==> src/design/i2cbm_pkg.sv <==
// Shared types and constants for the I2C byte master.
// Holds the transaction payload structs, state record, phase codes and register map.
// No dependencies.
package i2cbm_pkg;

  localparam int unsigned PhaseW = 5;
  localparam int unsigned AddrW  = 4;

  localparam logic [2:0] FUNC_TICK  = 3'd0;
  localparam logic [2:0] FUNC_START = 3'd1;
  localparam logic [2:0] FUNC_TX    = 3'd2;
  localparam logic [2:0] FUNC_AWAIT = 3'd3;
  localparam logic [2:0] FUNC_RX    = 3'd4;
  localparam logic [2:0] FUNC_STOP  = 3'd5;

  localparam logic [1:0] ST_OK     = 2'd0;
  localparam logic [1:0] ST_NOACK  = 2'd1;
  localparam logic [1:0] ST_LOCKED = 2'd2;
  localparam logic [1:0] ST_HELD   = 2'd3;

  localparam logic [1:0] REG_ACK_RETRY     = 2'd0;
  localparam logic [1:0] REG_STRETCH_RETRY = 2'd1;
  localparam logic [1:0] REG_IDLE_RETRY    = 2'd2;
  localparam logic [1:0] REG_STOP_EXTRA    = 2'd3;

  localparam logic [7:0]  ACK_RETRY_RST     = 8'd50;
  localparam logic [7:0]  STRETCH_RETRY_RST = 8'd10;
  localparam logic [15:0] IDLE_RETRY_RST    = 16'd5000;
  localparam logic [7:0]  STOP_EXTRA_RST    = 8'd27;

  localparam logic [PhaseW-1:0] PH_IDLE    = 5'd0;
  localparam logic [PhaseW-1:0] PH_S_REL   = 5'd1;
  localparam logic [PhaseW-1:0] PH_S_WAIT  = 5'd2;
  localparam logic [PhaseW-1:0] PH_S_SCL   = 5'd3;
  localparam logic [PhaseW-1:0] PH_T_LSDA  = 5'd4;
  localparam logic [PhaseW-1:0] PH_T_LSCL  = 5'd5;
  localparam logic [PhaseW-1:0] PH_T_BSDA  = 5'd6;
  localparam logic [PhaseW-1:0] PH_T_BSCLH = 5'd7;
  localparam logic [PhaseW-1:0] PH_T_BSCLL = 5'd8;
  localparam logic [PhaseW-1:0] PH_T_ADLY  = 5'd9;
  localparam logic [PhaseW-1:0] PH_T_ASCLH = 5'd10;
  localparam logic [PhaseW-1:0] PH_T_ASDAH = 5'd11;
  localparam logic [PhaseW-1:0] PH_T_APOLL = 5'd12;
  localparam logic [PhaseW-1:0] PH_A_SDA   = 5'd13;
  localparam logic [PhaseW-1:0] PH_A_SCL   = 5'd14;
  localparam logic [PhaseW-1:0] PH_R_SCLL  = 5'd15;
  localparam logic [PhaseW-1:0] PH_R_SDAH  = 5'd16;
  localparam logic [PhaseW-1:0] PH_R_SCLH  = 5'd17;
  localparam logic [PhaseW-1:0] PH_R_SAMP  = 5'd18;
  localparam logic [PhaseW-1:0] PH_R_ASDA  = 5'd19;
  localparam logic [PhaseW-1:0] PH_R_ASCL  = 5'd20;
  localparam logic [PhaseW-1:0] PH_R_DLY   = 5'd21;
  localparam logic [PhaseW-1:0] PH_P_SDA   = 5'd22;
  localparam logic [PhaseW-1:0] PH_P_SCL   = 5'd23;
  localparam logic [PhaseW-1:0] PH_P_DLY   = 5'd24;
  localparam logic [PhaseW-1:0] PH_P_WAIT  = 5'd25;
  localparam logic [PhaseW-1:0] PH_P_SCLH  = 5'd26;
  localparam logic [PhaseW-1:0] PH_P_SDAH  = 5'd27;

  typedef struct packed {
    logic [2:0] func;
    logic [7:0] tx_byte;
    logic       lead_low;
    logic       stop_extra_wait;
    logic       scl_in;
    logic       sda_in;
  } in_t;

  typedef struct packed {
    logic       scl_low;
    logic       sda_low;
    logic       busy_res;
    logic       done_res;
    logic [7:0] rx_byte;
    logic [1:0] status;
  } out_t;

  typedef struct packed {
    logic [7:0]  ack_retry_limit;
    logic [7:0]  stretch_retry_limit;
    logic [15:0] idle_retry_limit;
    logic [7:0]  stop_extra_ticks;
  } cfg_t;

  typedef struct packed {
    logic [PhaseW-1:0] phase;
    logic [3:0]        bit_count;
    logic [7:0]        shift_reg;
    logic [15:0]       wait_count;
    logic              scl_drive;
    logic              sda_drive;
    logic [1:0]        last_status;
    logic [7:0]        rx_hold;
  } state_t;

endpackage

==> src/design/i2cbm_step.sv <==
// One symbol-time step of the I2C byte master sequencer.
// Combinational next state and result from current state, input item and registers.
// Depends on i2cbm_pkg.
module i2cbm_step (
  input  i2cbm_pkg::state_t cur_i,
  input  i2cbm_pkg::in_t    item_i,
  input  i2cbm_pkg::cfg_t   cfg_i,
  output i2cbm_pkg::state_t nxt_o,
  output i2cbm_pkg::out_t   res_o
);
  import i2cbm_pkg::*;

  state_t     st;
  logic       done;
  logic [15:0] wc_inc;

  always_comb begin
    st     = cur_i;
    done   = 1'b0;
    wc_inc = 16'd0;

    if (st.phase == PH_IDLE && item_i.func >= FUNC_START && item_i.func <= FUNC_STOP) begin
      st.last_status = ST_OK;
      st.wait_count  = 16'd0;
      st.bit_count   = 4'd0;
      if (item_i.func == FUNC_START) begin
        st.phase = PH_S_REL;
      end else if (item_i.func == FUNC_TX) begin
        st.shift_reg = item_i.tx_byte;
        st.phase     = item_i.lead_low ? PH_T_LSDA : PH_T_BSDA;
      end else if (item_i.func == FUNC_AWAIT) begin
        st.phase = PH_A_SDA;
      end else if (item_i.func == FUNC_RX) begin
        st.phase = PH_R_SCLL;
      end else begin
        st.wait_count = item_i.stop_extra_wait ? {8'd0, cfg_i.stop_extra_ticks} : 16'd0;
        st.phase      = PH_P_SDA;
      end
    end

    wc_inc = st.wait_count + 16'd1;

    if (st.phase != PH_IDLE) begin
      unique case (st.phase)
        PH_S_REL: begin
          st.scl_drive  = 1'b0;
          st.sda_drive  = 1'b0;
          st.wait_count = 16'd0;
          st.phase      = PH_S_WAIT;
        end
        PH_S_WAIT: begin
          if (item_i.scl_in && item_i.sda_in) begin
            st.sda_drive = 1'b1;
            st.phase     = PH_S_SCL;
          end else begin
            st.wait_count = wc_inc;
            if (wc_inc >= cfg_i.idle_retry_limit) begin
              st.last_status = ST_LOCKED;
              st.sda_drive   = 1'b1;
              st.phase       = PH_S_SCL;
            end
          end
        end
        PH_S_SCL: begin
          st.scl_drive = 1'b1;
          done         = 1'b1;
        end
        PH_T_LSDA: begin
          st.sda_drive = 1'b1;
          st.phase     = PH_T_LSCL;
        end
        PH_T_LSCL: begin
          st.scl_drive = 1'b1;
          st.phase     = PH_T_BSDA;
        end
        PH_T_BSDA: begin
          st.sda_drive = ~st.shift_reg[3'd7 - st.bit_count[2:0]];
          st.phase     = PH_T_BSCLH;
        end
        PH_T_BSCLH: begin
          st.scl_drive = 1'b0;
          st.phase     = PH_T_BSCLL;
        end
        PH_T_BSCLL: begin
          st.scl_drive = 1'b1;
          st.bit_count = st.bit_count + 4'd1;
          st.phase     = (st.bit_count >= 4'd8) ? PH_T_ADLY : PH_T_BSDA;
        end
        PH_T_ADLY: begin
          st.phase = PH_T_ASCLH;
        end
        PH_T_ASCLH: begin
          st.scl_drive = 1'b0;
          st.phase     = PH_T_ASDAH;
        end
        PH_T_ASDAH: begin
          st.sda_drive  = 1'b0;
          st.wait_count = 16'd0;
          st.phase      = PH_T_APOLL;
        end
        PH_T_APOLL: begin
          if (!item_i.sda_in) begin
            done = 1'b1;
          end else begin
            st.wait_count = wc_inc;
            if (wc_inc >= {8'd0, cfg_i.ack_retry_limit}) begin
              st.last_status = ST_NOACK;
              done           = 1'b1;
            end
          end
        end
        PH_A_SDA: begin
          if (!item_i.sda_in) begin
            st.wait_count = 16'd0;
            st.phase      = PH_A_SCL;
          end else begin
            st.wait_count = wc_inc;
            if (wc_inc >= {8'd0, cfg_i.ack_retry_limit}) begin
              st.last_status = ST_NOACK;
              done           = 1'b1;
            end
          end
        end
        PH_A_SCL: begin
          if (item_i.scl_in) begin
            done = 1'b1;
          end else begin
            st.wait_count = wc_inc;
            if (wc_inc >= {8'd0, cfg_i.stretch_retry_limit}) begin
              st.last_status = ST_HELD;
              done           = 1'b1;
            end
          end
        end
        PH_R_SCLL: begin
          st.scl_drive = 1'b1;
          st.phase     = PH_R_SDAH;
        end
        PH_R_SDAH: begin
          st.sda_drive = 1'b0;
          st.shift_reg = 8'd0;
          st.bit_count = 4'd0;
          st.phase     = PH_R_SCLH;
        end
        PH_R_SCLH: begin
          st.scl_drive = 1'b0;
          st.phase     = PH_R_SAMP;
        end
        PH_R_SAMP: begin
          st.shift_reg = {st.shift_reg[6:0], item_i.sda_in};
          st.scl_drive = 1'b1;
          st.bit_count = st.bit_count + 4'd1;
          if (st.bit_count >= 4'd8) begin
            st.rx_hold = st.shift_reg;
            st.phase   = PH_R_ASDA;
          end else begin
            st.phase = PH_R_SCLH;
          end
        end
        PH_R_ASDA: begin
          st.sda_drive = 1'b1;
          st.phase     = PH_R_ASCL;
        end
        PH_R_ASCL: begin
          st.scl_drive = 1'b0;
          st.phase     = PH_R_DLY;
        end
        PH_R_DLY: begin
          done = 1'b1;
        end
        PH_P_SDA: begin
          st.sda_drive = 1'b1;
          st.phase     = PH_P_SCL;
        end
        PH_P_SCL: begin
          st.scl_drive = 1'b1;
          st.phase     = PH_P_DLY;
        end
        PH_P_DLY: begin
          st.phase = (st.wait_count != 16'd0) ? PH_P_WAIT : PH_P_SCLH;
        end
        PH_P_WAIT: begin
          if (st.wait_count != 16'd0) begin
            st.wait_count = st.wait_count - 16'd1;
          end
          if (st.wait_count == 16'd0) begin
            st.phase = PH_P_SCLH;
          end
        end
        PH_P_SCLH: begin
          st.scl_drive = 1'b0;
          st.phase     = PH_P_SDAH;
        end
        PH_P_SDAH: begin
          st.sda_drive = 1'b0;
          done         = 1'b1;
        end
        default: begin
          st.phase = PH_IDLE;
        end
      endcase
      if (done) begin
        st.phase = PH_IDLE;
      end
    end
  end

  assign nxt_o          = st;
  assign res_o.scl_low  = st.scl_drive;
  assign res_o.sda_low  = st.sda_drive;
  assign res_o.busy_res = (st.phase != PH_IDLE);
  assign res_o.done_res = done;
  assign res_o.rx_byte  = st.rx_hold;
  assign res_o.status   = st.last_status;

endmodule

==> src/design/i2c_byte_master.sv <==
// Top level of the I2C byte master: state register, register file and result buffering.
// Instantiates i2cbm_step; depends on i2cbm_pkg.
//
// Usage:
//   in_*  : one transaction per symbol-time tick (func, tx_byte, lead_low,
//           stop_extra_wait, sampled scl_in / sda_in). Accepted when in_valid
//           is high and in_stall is low.
//   out_* : one result transaction per accepted tick (line drives, busy, done,
//           rx_byte, status), in order.
//   APB   : four registers at byte addresses 0x0, 0x4, 0x8, 0xC (ack retry,
//           stretch retry, idle retry, stop extra ticks). Write only while idle.
// Each accepted result is registered in the output or skid register; one tick
// is accepted every cycle while in_stall is low. The step logic is a single
// pass over the sequencer state, registered once per tick.
// A two-entry result buffer (output register plus skid register) accepts
// one more input tick after out_stall rises; in_stall follows the skid entry.
// Reset: synchronous, active low; sequencer idle, lines released, status ok,
// registers at their defaults, no result pending.
module i2c_byte_master (
  input  logic                        clk,
  input  logic                        rst_n,
  input  logic                        in_valid,
  output logic                        in_stall,
  input  i2cbm_pkg::in_t              in_data,
  output logic                        out_valid,
  input  logic                        out_stall,
  output i2cbm_pkg::out_t             out_data,
  input  logic                        psel,
  input  logic                        penable,
  input  logic                        pwrite,
  input  logic [i2cbm_pkg::AddrW-1:0] paddr,
  input  logic [31:0]                 pwdata,
  output logic [31:0]                 prdata,
  output logic                        pready
);
  import i2cbm_pkg::*;

  cfg_t   cfg_r;
  state_t state_r;
  state_t state_nxt;
  out_t   res;
  out_t   out_data_r;
  out_t   skid_data_r;
  logic   out_valid_r;
  logic   skid_valid_r;
  logic   accept;
  logic   out_take;
  logic   cfg_wr;
  logic [1:0] reg_idx;

  assign reg_idx  = paddr[3:2];
  assign pready   = 1'b1;
  assign cfg_wr   = psel && penable && pwrite;
  assign in_stall = skid_valid_r;
  assign accept   = in_valid && !skid_valid_r;
  assign out_take = out_valid_r && !out_stall;

  always_ff @(posedge clk) begin
    if (!rst_n) begin
      cfg_r.ack_retry_limit     <= ACK_RETRY_RST;
      cfg_r.stretch_retry_limit <= STRETCH_RETRY_RST;
      cfg_r.idle_retry_limit    <= IDLE_RETRY_RST;
      cfg_r.stop_extra_ticks    <= STOP_EXTRA_RST;
    end else if (cfg_wr) begin
      unique case (reg_idx)
        REG_ACK_RETRY:     cfg_r.ack_retry_limit     <= pwdata[7:0];
        REG_STRETCH_RETRY: cfg_r.stretch_retry_limit <= pwdata[7:0];
        REG_IDLE_RETRY:    cfg_r.idle_retry_limit    <= pwdata[15:0];
        REG_STOP_EXTRA:    cfg_r.stop_extra_ticks    <= pwdata[7:0];
        default:           cfg_r                     <= cfg_r;
      endcase
    end
  end

  always_comb begin
    unique case (reg_idx)
      REG_ACK_RETRY:     prdata = {24'd0, cfg_r.ack_retry_limit};
      REG_STRETCH_RETRY: prdata = {24'd0, cfg_r.stretch_retry_limit};
      REG_IDLE_RETRY:    prdata = {16'd0, cfg_r.idle_retry_limit};
      REG_STOP_EXTRA:    prdata = {24'd0, cfg_r.stop_extra_ticks};
      default:           prdata = 32'd0;
    endcase
  end

  i2cbm_step u_step (
    .cur_i  (state_r),
    .item_i (in_data),
    .cfg_i  (cfg_r),
    .nxt_o  (state_nxt),
    .res_o  (res)
  );

  always_ff @(posedge clk) begin
    if (!rst_n) begin
      state_r <= '0;
    end else if (accept) begin
      state_r <= state_nxt;
    end
  end

  always_ff @(posedge clk) begin
    if (!rst_n) begin
      out_valid_r  <= 1'b0;
      skid_valid_r <= 1'b0;
    end else if (skid_valid_r) begin
      if (out_take) begin
        out_data_r   <= skid_data_r;
        skid_valid_r <= 1'b0;
      end
    end else if (accept) begin
      if (!out_valid_r || out_take) begin
        out_data_r  <= res;
        out_valid_r <= 1'b1;
      end else begin
        skid_data_r  <= res;
        skid_valid_r <= 1'b1;
      end
    end else if (out_take) begin
      out_valid_r <= 1'b0;
    end
  end

  assign out_valid = out_valid_r;
  assign out_data  = out_data_r;

  a_skid_needs_out: assert property (@(posedge clk) disable iff (!rst_n)
    skid_valid_r |-> out_valid_r)
    else $error("skid entry held with empty output register");

  a_stalled_accept_to_skid: assert property (@(posedge clk) disable iff (!rst_n)
    (accept && out_valid_r && out_stall) |=> skid_valid_r)
    else $error("transaction accepted under stall was not buffered");

  a_state_holds_idle_tick: assert property (@(posedge clk) disable iff (!rst_n)
    !accept |=> $stable(state_r))
    else $error("sequencer state moved without a transaction");

  a_done_not_busy: assert property (@(posedge clk) disable iff (!rst_n)
    (out_valid_r && out_data_r.done_res) |-> !out_data_r.busy_res)
    else $error("result flags done and busy together");

endmodule
==> config.mk <==
export PLATFORM = sky130hd
export DESIGN_NAME = i2c_byte_master
export DESIGN_NICKNAME = d
export VERILOG_FILES = /design/src/design/i2cbm_pkg.sv /design/src/design/i2cbm_step.sv /design/src/design/i2c_byte_master.sv
export SDC_FILE = /design/constraint.sdc
export NUM_CORES = 1
export LEC_CHECK = 0
export BUFFER_PORTS_ARGS = -buffer_cell sky130_fd_sc_hd__buf_2
export CORE_ASPECT_RATIO = 0.9
export CORE_MARGIN = 3
export CORE_UTILIZATION = 40
export DETAILED_ROUTE_END_ITERATION = 6
export MAX_ROUTING_LAYER = met4
export PLACE_DENSITY = 0.62
export RECOVER_POWER = 100
export SLEW_MARGIN = 25
export SYNTH_ARGS = -nofsm -noshare
export SYNTH_HDL_FRONTEND = slang
export SYNTH_SLANG_ARGS = --single-unit
==> constraint.sdc <==
create_clock -name clk -period 16.3 [get_ports clk]
set_clock_uncertainty 0.15 [all_clocks]
set_input_delay 0 -clock clk [delete_from_list [all_inputs] [get_ports clk]]
set_output_delay 0 -clock clk [all_outputs]
set_load 0.02 [all_outputs]
==> After elaboration in Yosys (flattened, before gate mapping) <==
Cells that the tools add are included.
W data, S select, Z words.
{ "word_totals": {"reg_bits": 115, "in_bits": 58, "word_cells": 179, "out_inout_bits": 49} }
{ "op_classes": {"bitwise": 3, "magnitude_cmp": 7, "muxes": 67, "addsub": 4, "n_reduce_logical": 36, "eq_ne": 36} }
{ "ops": {"columns": ["op", "count"], "rows": [
  ["$mux W16", 10],
  ["$pmux W32 S4", 1],
  ["$pmux W5 S23", 1],
  ["$pmux W16 S6", 1],
  ["$eq A5 B5 Y1 const B", 12],
  ["$mux W14", 4],
  ["$mux W45", 1],
  ["$mux W5", 9],
  ["$eq A5 B4 Y1 const B", 8],
  ["$mux W33", 1],
  ["$ge A16 B8 Y1", 2],
  ["$mux W8", 4],
  ["$mux W24", 1],
  ["$eq A5 B3 Y1 const B", 4],
  ["$mux W2", 9],
  ["$add A16 B1 Y16 const B", 1],
  ["$ge A16 B16 Y1", 1],
  ["$logic_not A16 Y1", 1],
  ["$mux W1", 16],
  ["$pmux W8 S2", 1],
  ["$reduce_bool A16 Y1", 1],
  ["$sub A16 B1 Y16 const B", 1],
  ["$reduce_or A6 Y1", 2],
  ["$eq A5 B2 Y1 const B", 2],
  ["35 further kinds", 59]
]} }

==> Logic depth before layout (Yosys ltp) <==
Gate-level depths: netlist (run 1).
{ "depth": {"word_depth": 19, "depth_mapped": 24, "depth_no_buf": 21} }

==> Modules after synthesis <==
A second synthesis (run 1) with hierarchy kept.
{ "hier_totals": {"cells_unflattened": 1127, "area_unflattened_um2": 8988.6} }
{ "modules_own_cells": {"columns": ["mod", "instances", "seq_area_each_um2", "cells_each", "area_per_inst_um2"], "rows": [
  ["i2c_byte_master", 1, 2582.5, 460, 4773.3],
  ["i2cbm_step", 1, 0.0, 667, 4215.3]
]} }

==> Least setup slack after synthesis (run 1) <==
OpenSTA, ideal clock, no wires.
{ "synth_timing": {"kind": "reg-to-reg", "start": "register state_r[44] (netlist bit)", "end": "register out_data_r, in the netlist out_data[12], data pin", "arrival_time_ps": 5060, "path_slack_ps": 10830, "n_path_buf": 4, "required_time_ps": 15890, "setup_ps": 260, "period_less_slack_ps": 5470, "stages_incl_launch_ff": 25, "cell_sequence": "dfxtp_1 > buf_6 > or4_4 > nor4_1 > buf_2 > buf_2 > buf_2 > and3_1 > a21o_1 > ha_1 > a21bo_2 > or3_1 > nor2_1 > xnor2_1 > nor2_1 > ha_1 > a21o_1 > a21oi_1 > o311a_1 > a22oi_1 > a21oi_1 > a21oi_1 > nor3_1 > inv_1 > mux2_2"} }
{ "synth_lines": {"columns": ["element", "line_no", "source"], "rows": [
  ["from (decl)", "i2c_byte_master.sv:39", "state_t state_r;"],
  ["from (signal assigned)", "i2c_byte_master.sv:97", "state_r <= state_nxt;"],
  ["to (signal assigned)", "i2c_byte_master.sv:107", "out_data_r <= skid_data_r;"],
  ["to (signal assigned)", "i2c_byte_master.sv:112", "out_data_r <= res;"],
  ["to (decl)", "i2c_byte_master.sv:42", "out_t out_data_r;"]
]} }

==> Worst setup path after layout (run 1) <==
{ "layout_timing": {"start": "register state_r[44] (netlist bit)", "end": "register state_r[42] (netlist bit)"} }
{ "layout_via": {"elab_chain_len": 13, "elab_cells_between_ends": 61, "classes_between": "3 x add/sub; 4 x order compare; 27 x eq/ne; 19 x mux; 8 x reduce/logical"} }
{ "layout_rtl": {"columns": ["element", "line_no", "source"], "rows": [
  ["$logic_not A5 Y1", "i2cbm_step.sv:22", "if (st.phase == PH_IDLE && item_i.func >= FUNC_START && item_i.func <= FUNC_STOP) begin"],
  ["$logic_and A1 B1 Y1 (2 in a row)", "i2cbm_step.sv:22", null],
  ["$mux W33 (*)", "i2cbm_step.sv:22", null],
  ["branches (longest 8 deep; another with $add A16 B1 Y16)", null, null],
  ["$mux W45 (*)", "i2cbm_step.sv:43", "if (st.phase != PH_IDLE) begin"]
]} }
Mark *: on every way between the ends. The select of a mux whose other input is x is not followed.
A chain may end at the register's enable or synchronous reset.

==> flow_summary.json, run 1 <==
{
  "outcome": "complete, but fails checks",
  "violations": "max-capacitance violations, max-slew violations",
  "max-cap-violations": 4,
  "async_flop_share_pct": 0,
  "num_vias": 8372,
  "syn_area_per_cell_sq_um": 7.96,
  "rsz0062_at_grt": "no",
  "drtIter0Drc": 1069,
  "clkSinkCount": 115,
  "portBuffers": 71,
  "numCtsBuffers": 17,
  "crit_type": "flip-flop to flip-flop",
  "hold_slack_ns": 0.0465,
  "worstMarginPinSlew_ns": 3.76,
  "power-per-cell-area_nw_per_um2": 128,
  "fin_area_sq_um": 9810,
  "slew_headroom_pct": -150,
  "grt_max_degree": 89,
  "required_ns": 16.49,
  "critPathArrivalTime_ns": 8.40,
  "clk_pin_slew_ns": 0.07,
  "syn2layout_area_growth_pct": 14.2,
  "gp_congestion": 0.945,
  "ys_warn_count": 0,
  "cts-root-buf": "clkbuf_16",
  "ant_nets": 0,
  "nets": 1224,
  "drc": 0,
  "crit_path_max_fanout": 38,
  "ctsHtreeMaxLevel": 4,
  "routed_via_density": 5.85,
  "dp_hpwl_um": 17900,
  "synth_area_leaders": "dfxtp_1 20%, edfxtp_1 9.8%, nand2_1 6.3%",
  "post_cts_buffers": 0,
  "wire_per_inst_um": 18.1,
  "cts_tree": "built",
  "yosys.area.top_type_share_pct": 20.3,
  "cts_hold_buf": 28,
  "grtUsageTotal_pct": 22.5,
  "drt_wl_total_um": 25800,
  "start_kind": "flip-flop",
  "core_area_sq_um": 21000,
  "drtPass1Iterations": 6,
  "grt_pass1_wl_um": 41500,
  "place_area_sq_um": 9030,
  "post-synth-top-count-cell": "nand2_1",
  "dieArea_sq_um": 23300,
  "min_period_ns": 8.20,
  "period_share_pct": 50.3,
  "hold_viol": 0,
  "antenna_found_initial": 0,
  "syn_area_sq_um": 8590,
  "synth_top_cell_by_area": "dfxtp_1",
  "synth_flop_cell": "dfxtp_1",
  "cts_resized": 0,
  "yosysUniqueCellTypes": 93,
  "placementRows": 50,
  "clkLatencyLatePin_ns": 0.43,
  "endpoint_kind": "flip-flop",
  "ys_ff_latch": 115,
  "drive_above_1_share_pct": 10.1,
  "p_leak_nw": 3.79,
  "ys_top_cells_by_count": "144 x nand2_1, 87 x dfxtp_1, 75 x nor2_1, 75 x o21ai_0, 61 x clkbuf_1",
  "setup_viol": 0,
  "overflow": 0,
  "ys_seq_area_share_pct": 30.1,
  "fmax_mhz": 122,
  "first_global_vias": 7650,
  "synth_cells": 1079,
  "die_w_um": 160,
  "vdd_ir_drop_max_mv": 0.0713,
  "synth_enable_flop_cells": 28,
  "io_pins": 107,
  "initial_core_util_pct": 41.0,
  "hp-class": "input port to flip-flop",
  "clk_path_buf_depth": 2,
  "slew_violations": 177,
  "die_y_um": 145,
  "num_antenna_cells": 0,
  "setup_tns_ns": 0
}
power by group:
group	total (mW)	internal (mW)	switching, mW
logic	0.536	0.180	0.356
registers	0.339	0.313	0.0257
clock network	0.384	0.218	0.166
total	1.26	0.711	0.548
logic make-up after synthesis:
group,share of synthesized area (%)
flops,30.1
simple gates,23.0
other cells,0.0874
xor+xnor,1.53
mux,6.47
fa+ha+maj,5.10
compound gates,26.3
buf+inv,7.39
flip-flops by register name (all words and copies together), names as in the netlist:
register     cells
state_r         45
cfg_r           40
out_data        14
skid_data_r     14
in_stall         1
out_valid        1
path summary, 6_finish.rpt:
path | startpoint | end | slack [ns] | cells after the start
hold / removal | in_data[1] | skid_data_r[0] | 0.05 | 5
setup / recovery | state_r[44] | state_r[42] | 8.10 | 20
hold reg to reg | cfg_r[19] | cfg_r[19] | 0.33 | 2
setup reg to reg | state_r[44] | state_r[42] | 8.10 | 20
area by class of cell:
cell class	count	area, sq um
multi-input cells	832	5410
repair buffers	109	662
fillers	2092	11100
clock buffers	17	425
inverters	56	210
clock inverters	15	160
flip-flops and latches	115	2580
well taps	286	358
cell usage in the layout (no fill, tap or decap), drive strengths merged, types with 15 or more instances in the layout:
master and n:
nand2 144, dfxtp 87, o21ai 76, nor2 75, inv 66, a21oi 58, clkbuf 50, buf 48
ha 35, nand3 31, dlygate4sd3 28, edfxtp 28, mux2i 27, and2 27, nor2b 23, a21boi 21
o211ai 19, and3 17, conb 17, nor3 17, nor4 16, o221ai 15
through the flow:
step                setup WS [ns]  utilization, %  cells  power (mW)
floorplan                   10.83               -   1094       0.733
global placement             9.67            43.1   1370       0.864
detailed placement           9.63            43.1   1370       0.866
CTS                          9.56            47.2   1430        1.26
global route                 7.72            46.8   1430        1.33
finish                       8.10            46.8   1430        1.26
worst max-delay path: stages (launching register included):
cell and delay, ns:
dfxtp_1 0.42, or4_1 0.71, nor4_1 0.29, clkbuf_1 1.29
and3_1 0.40, a21oi_1 0.12, inv_1 0.27, ha_1 0.28
a21boi_0 0.54, nand2b_1 0.25, xnor2_1 0.43, ha_1 0.33
o211a_1 0.24, a221oi_1 0.24, o21ai_0 0.29, o22a_1 0.29
o41ai_1 0.64, nand3_1 0.37, inv_1 0.22, o311ai_0 0.14
o21ai_0 0.16
metal layers:
metal,routed length (um),vias up,GRT usage [%]
met4,519,0,6.81
met1,11900,3924,31.6
met2,11300,360,32.6
li1,-,4049,-
met3,2050,39,4.40
met5,0,-,-
Power figures use the tool's default switching activity.
==> run 2: changes to the inputs <==
==> constraint.sdc (replaced) <==
create_clock -name clk -period 8.5 [get_ports clk]
set_clock_uncertainty 0.15 [all_clocks]
set_input_delay 0 -clock clk [delete_from_list [all_inputs] [get_ports clk]]
set_output_delay 0 -clock clk [all_outputs]
set_load 0.02 [all_outputs]
==> flow_summary.json, run 2 (same netlist as run 1, synthesis figures left out) <==
{
  "outcome": "complete, but fails checks",
  "violations": "max-capacitance violations, max-slew violations",
  "numCtsBuffers": 17,
  "rsz0062_at_grt": "no",
  "slew_headroom_pct": -150,
  "cts_resized": 0,
  "syn2layout_area_growth_pct": 14.7,
  "grtUsageTotal_pct": 22.7,
  "ctsHtreeMaxLevel": 4,
  "antenna_found_initial": 0,
  "crit_type": "flip-flop to flip-flop",
  "clk_path_buf_depth": 2,
  "grt_max_degree": 89,
  "drtIter0Drc": 981,
  "largest_register": "state_r",
  "critPathArrivalTime_ns": 7.17,
  "clk_pin_slew_ns": 0.07,
  "post_cts_buffers": 0,
  "setup_viol": 0,
  "endpoint_kind": "flip-flop",
  "io_pins": 107,
  "drc": 0,
  "wire_per_inst_um": 18.2,
  "drt_wl_total_um": 26100,
  "clkLatencyLatePin_ns": 0.43,
  "final_cell_mix": "144 x nand2_1, 87 x dfxtp_1, 76 x o21ai_0",
  "required_ns": 8.69,
  "portBuffers": 71,
  "dp_hpwl_um": 18200,
  "largest_reg_flops": 45,
  "min_period_ns": 6.98,
  "die_w_um": 160,
  "reg.largest.list": "state_r (45), cfg_r (40)",
  "p_leak_nw": 3.81,
  "hold_viol": 0,
  "overflow": 0,
  "fill_cells": 2084,
  "period_share_pct": 82.1,
  "slew_violations": 132,
  "dieArea_sq_um": 23300,
  "fmax_mhz": 143,
  "worstMarginPinSlew_ns": 3.74,
  "placementRows": 50,
  "gp_congestion": 0.933,
  "drtPass1Iterations": 5,
  "cts_tree": "built",
  "nets": 1225,
  "grt_pass1_wl_um": 42200,
  "first_global_vias": 7715,
  "cts-root-buf": "clkbuf_16",
  "cts_hold_buf": 28,
  "routed_via_density": 5.91,
  "core_area_sq_um": 21000,
  "max-cap-violations": 2,
  "start_kind": "flip-flop",
  "die_y_um": 145,
  "clkSinkCount": 115,
  "initial_core_util_pct": 41.0,
  "layout_commonest_cell": "nand2_1",
  "power-per-cell-area_nw_per_um2": 247,
  "vdd_ir_drop_max_mv": 0.130,
  "ant_nets": 0,
  "num_antenna_cells": 0,
  "num_vias": 8462,
  "hp-class": "input port to flip-flop",
  "crit_path_max_fanout": 38,
  "setup_tns_ns": 0,
  "hold_slack_ns": 0.0607,
  "drive_above_1_share_pct": 10.4
}
==> run 2: layout make-up <==
cell class	count	area, sq um	share of cell area (%)
clock buffers	17	425	4.32
clock inverters	15	181	1.84
inverters	56	210	2.13
multi-input cells	832	5430	55.0
flip-flops and latches	115	2580	26.2
well taps	286	358	3.63
repair buffers	110	673	6.83
==> run 2: where the power goes <==
group          switching [mW]  internal (mW)
registers              0.0492          0.601
logic                   0.687          0.352
clock network           0.321          0.423
total                    1.06           1.38
==> run 2: path summary, 6_finish.rpt <==
path | from | endpoint | slack, ns | depth (start not counted)
hold / removal | in_data[1] | skid_data_r[0] | 0.06 | 5
hold reg to reg | cfg_r[21] | cfg_r[21] | 0.33 | 2
setup / recovery | state_r[44] | state_r[42] | 1.52 | 20
setup reg to reg | state_r[44] | state_r[42] | 1.52 | 20
==> run 2: per-stage QoR <==
stage / util [%] / instances / setup WS, ns / cell area (sq um) / total power, mW
after CTS: 47.3 / 1431 / 1.95 / 9920 / 2.43
after global placement: 43.1 / 1371 / 2.09 / 9030 / 1.66
after global routing: 47.0 / 1431 / 1.06 / 9860 / 2.57
after floorplan: - / 1094 / 3.03 / 8650 / 1.41
after detailed placement: 43.1 / 1371 / 2.00 / 9040 / 1.67
final: 47.0 / 1431 / 1.52 / 9860 / 2.43
==> run 2: critical path, stage by stage (launching register included) <==
cell and delay, ns:
dfxtp_1 0.42, or4_1 0.69, nor4_1 0.30, buf_4 0.42
and3_1 0.29, a21oi_1 0.12, inv_1 0.24, ha_1 0.27
a21boi_0 0.57, nand2b_1 0.30, xnor2_1 0.42, ha_1 0.32
o211a_1 0.24, a221oi_1 0.25, o21ai_0 0.29, o22a_1 0.29
o41ai_1 0.50, nand3_1 0.30, inv_1 0.20, o311ai_0 0.13
o21ai_0 0.17
==> run 2: per-layer routing <==
layer	track usage, %	vias up	routed length, um
li1	-	4050	-
met1	32.9	4036	12200
met2	33.4	350	11700
met3	3.74	26	1930
met4	4.90	0	238
met5	-	-	0
==> run 3: changes to the inputs <==
==> constraint.sdc (replaced) <==
create_clock -name clk -period 7.3 [get_ports clk]
set_clock_uncertainty 0.15 [all_clocks]
set_input_delay 0 -clock clk [delete_from_list [all_inputs] [get_ports clk]]
set_output_delay 0 -clock clk [all_outputs]
set_load 0.02 [all_outputs]
==> flow_summary.json, run 3 (same netlist as run 1, synthesis figures left out) <==
{
  "gp_congestion": 0.925,
  "final_cell_mix": "144 x nand2_1, 87 x dfxtp_1, 76 x o21ai_0",
  "clock_power_share_pct": 30.0,
  "reg2reg_slack_ns": 0.85,
  "final_util_pct": 47.0,
  "ant_nets": 0,
  "switching_share_pct": 43.2,
  "endpoint_kind": "flip-flop",
  "clkSinkCount": 115,
  "power_mw": 2.82,
  "grt_max_degree": 88,
  "reg.largest.list": "state_r (45), cfg_r (40)",
  "slowest_delay_ns": 0.70,
  "dp_hpwl_um": 18200,
  "p_int_mw": 1.60,
  "multiInputGateArea_sq_um": 5430,
  "cts_tree": "built",
  "fmax_mhz": 155,
  "p_seq_share_pct": 26.9,
  "violations": "max-capacitance violations, max-slew violations",
  "initial_core_util_pct": 41.0,
  "clk_pin_slew_ns": 0.06,
  "drc": 0,
  "cp_slowest_cell": "or4_1",
  "slew_violations": 131,
  "drive_above_1_share_pct": 10.6,
  "start_kind": "flip-flop",
  "pre_cts_ws_ns": 1.19,
  "max-cap-violations": 2,
  "post_cts_buffers": 0,
  "io_pins": 107,
  "period_share_pct": 88.4,
  "dieArea_sq_um": 23300,
  "cts-root-buf": "clkbuf_16",
  "clk_path_buf_depth": 2,
  "nets": 1226,
  "layout_commonest_cell": "nand2_1",
  "setup_viol": 0,
  "min_period_ns": 6.45,
  "hp-class": "input port to flip-flop",
  "overflow": 0,
  "outcome": "complete, but fails checks",
  "placementRows": 50,
  "hold_viol": 0,
  "ff_latch_area_sq_um": 2580,
  "num_antenna_cells": 0,
  "fin_ws_ns": 0.847,
  "die_y_um": 145,
  "grt_pass1_wl_um": 42000,
  "first_global_vias": 7598,
  "netSwitchingPower_mw": 1.22,
  "p_leak_nw": 3.80,
  "instances_no_fill": 1432,
  "crit_type": "flip-flop to flip-flop",
  "ctsHtreeMaxLevel": 4,
  "core_area_sq_um": 21000,
  "required_ns": 7.32,
  "vdd_ir_drop_max_mv": 0.170,
  "worstMarginPinSlew_ns": 3.58,
  "dp_cells": 1373,
  "fill_cells": 2076,
  "slew_headroom_pct": -139,
  "die_w_um": 160,
  "grtUsageTotal_pct": 22.6,
  "crit_chain": "or4_1 > nor4_1 > buf_4 > and3_1 > a21o_1 > ha_1 > a21bo_1 > o311ai_0 > o21ai_0 > ha_1 > o21ai_0 > nand2b_1 > and3_1 > a22oi_1 > a221oi_1 > a21oi_1 > a21oi_1 > nor3_1 > inv_1 > mux2_2",
  "num_vias": 8453,
  "routed_via_density": 5.90,
  "portBuffers": 71,
  "critPathArrivalTime_ns": 6.48,
  "setup_tns_ns": 0,
  "drtIter0Drc": 1113,
  "largest_reg_flops": 45,
  "power-per-cell-area_nw_per_um2": 286,
  "pwr-share-comb_pct": 43.2,
  "drtPass1Iterations": 5,
  "largest_register": "state_r",
  "wire_per_inst_um": 18.2,
  "crit_path_max_fanout": 37,
  "rsz0062_at_grt": "no",
  "drt_wl_total_um": 26100,
  "clkLatencyLatePin_ns": 0.42,
  "numCtsBuffers": 17,
  "antenna_found_initial": 0,
  "syn2layout_area_growth_pct": 14.6
}
-- run 3: final cells by class --
| cell class | count | area share (%) |
|---|---|---|
| clock buffers | 17 | 4.32 |
| clock inverters | 15 | 1.64 |
| inverters | 56 | 2.14 |
| multi-input cells | 832 | 55.1 |
| flip-flops and latches | 115 | 26.2 |
| well taps | 286 | 3.64 |
| repair buffers | 111 | 6.89 |
-- run 3: power groups by stage --
stage	Clock [mW]	Sequential, mW	Combinational (mW)
5_1_grt	0.885	0.764	1.32
3_3_place_gp	0	0.767	1.18
3_5_place_dp	0	0.768	1.18
4_1_cts	0.860	0.754	1.20
6_report	0.846	0.757	1.22
2_1_floorplan	0	0.741	0.896
-- run 3: path summary, 6_finish.rpt --
check              start             end  cells past startpoint
max reg2reg  state_r[44]    out_data[12]                     20
min          in_data[10]  skid_data_r[9]                      5
min reg2reg    cfg_r[22]       cfg_r[22]                      2
max          state_r[44]    out_data[12]                     20
-- run 3: through the flow --
step | hold WS [ns] | area [sq um]
6_report | 0.0340 | 9840
5_1_grt | 0.0609 | 9840
4_1_cts | 0.0146 | 9910
3_5_place_dp | 0.0782 | 9050
3_3_place_gp | 0.0775 | 9050
2_1_floorplan | -0.0259 | 8650
-- run 3: critical path, delay by kind of cell (launching register included) --
| kind | cells | cell delay, ns |
|---|---|---|
| AOI/OAI and AO/OA | 9 | 2.43 |
| adders and majority gates | 2 | 0.58 |
| buffers and inverters | 2 | 0.52 |
| DFF | 1 | 0.41 |
| muxes | 1 | 0.26 |
| and+or+nand+nor | 6 | 1.86 |
-- run 3: per-layer routing --
layer  part of all wire [%]  GRT usage [%]
met2                     44           32.9
met5                      0              -
met4                    1.1           4.99
met1                     47           33.4
met3                    8.1           3.17
-- run 3: what timing repair did --
item / in CTS / in global routing
gates resized for setup: 0 / 0
hold buffers: 27 / 0
hold endpoints to repair: 81 / 0
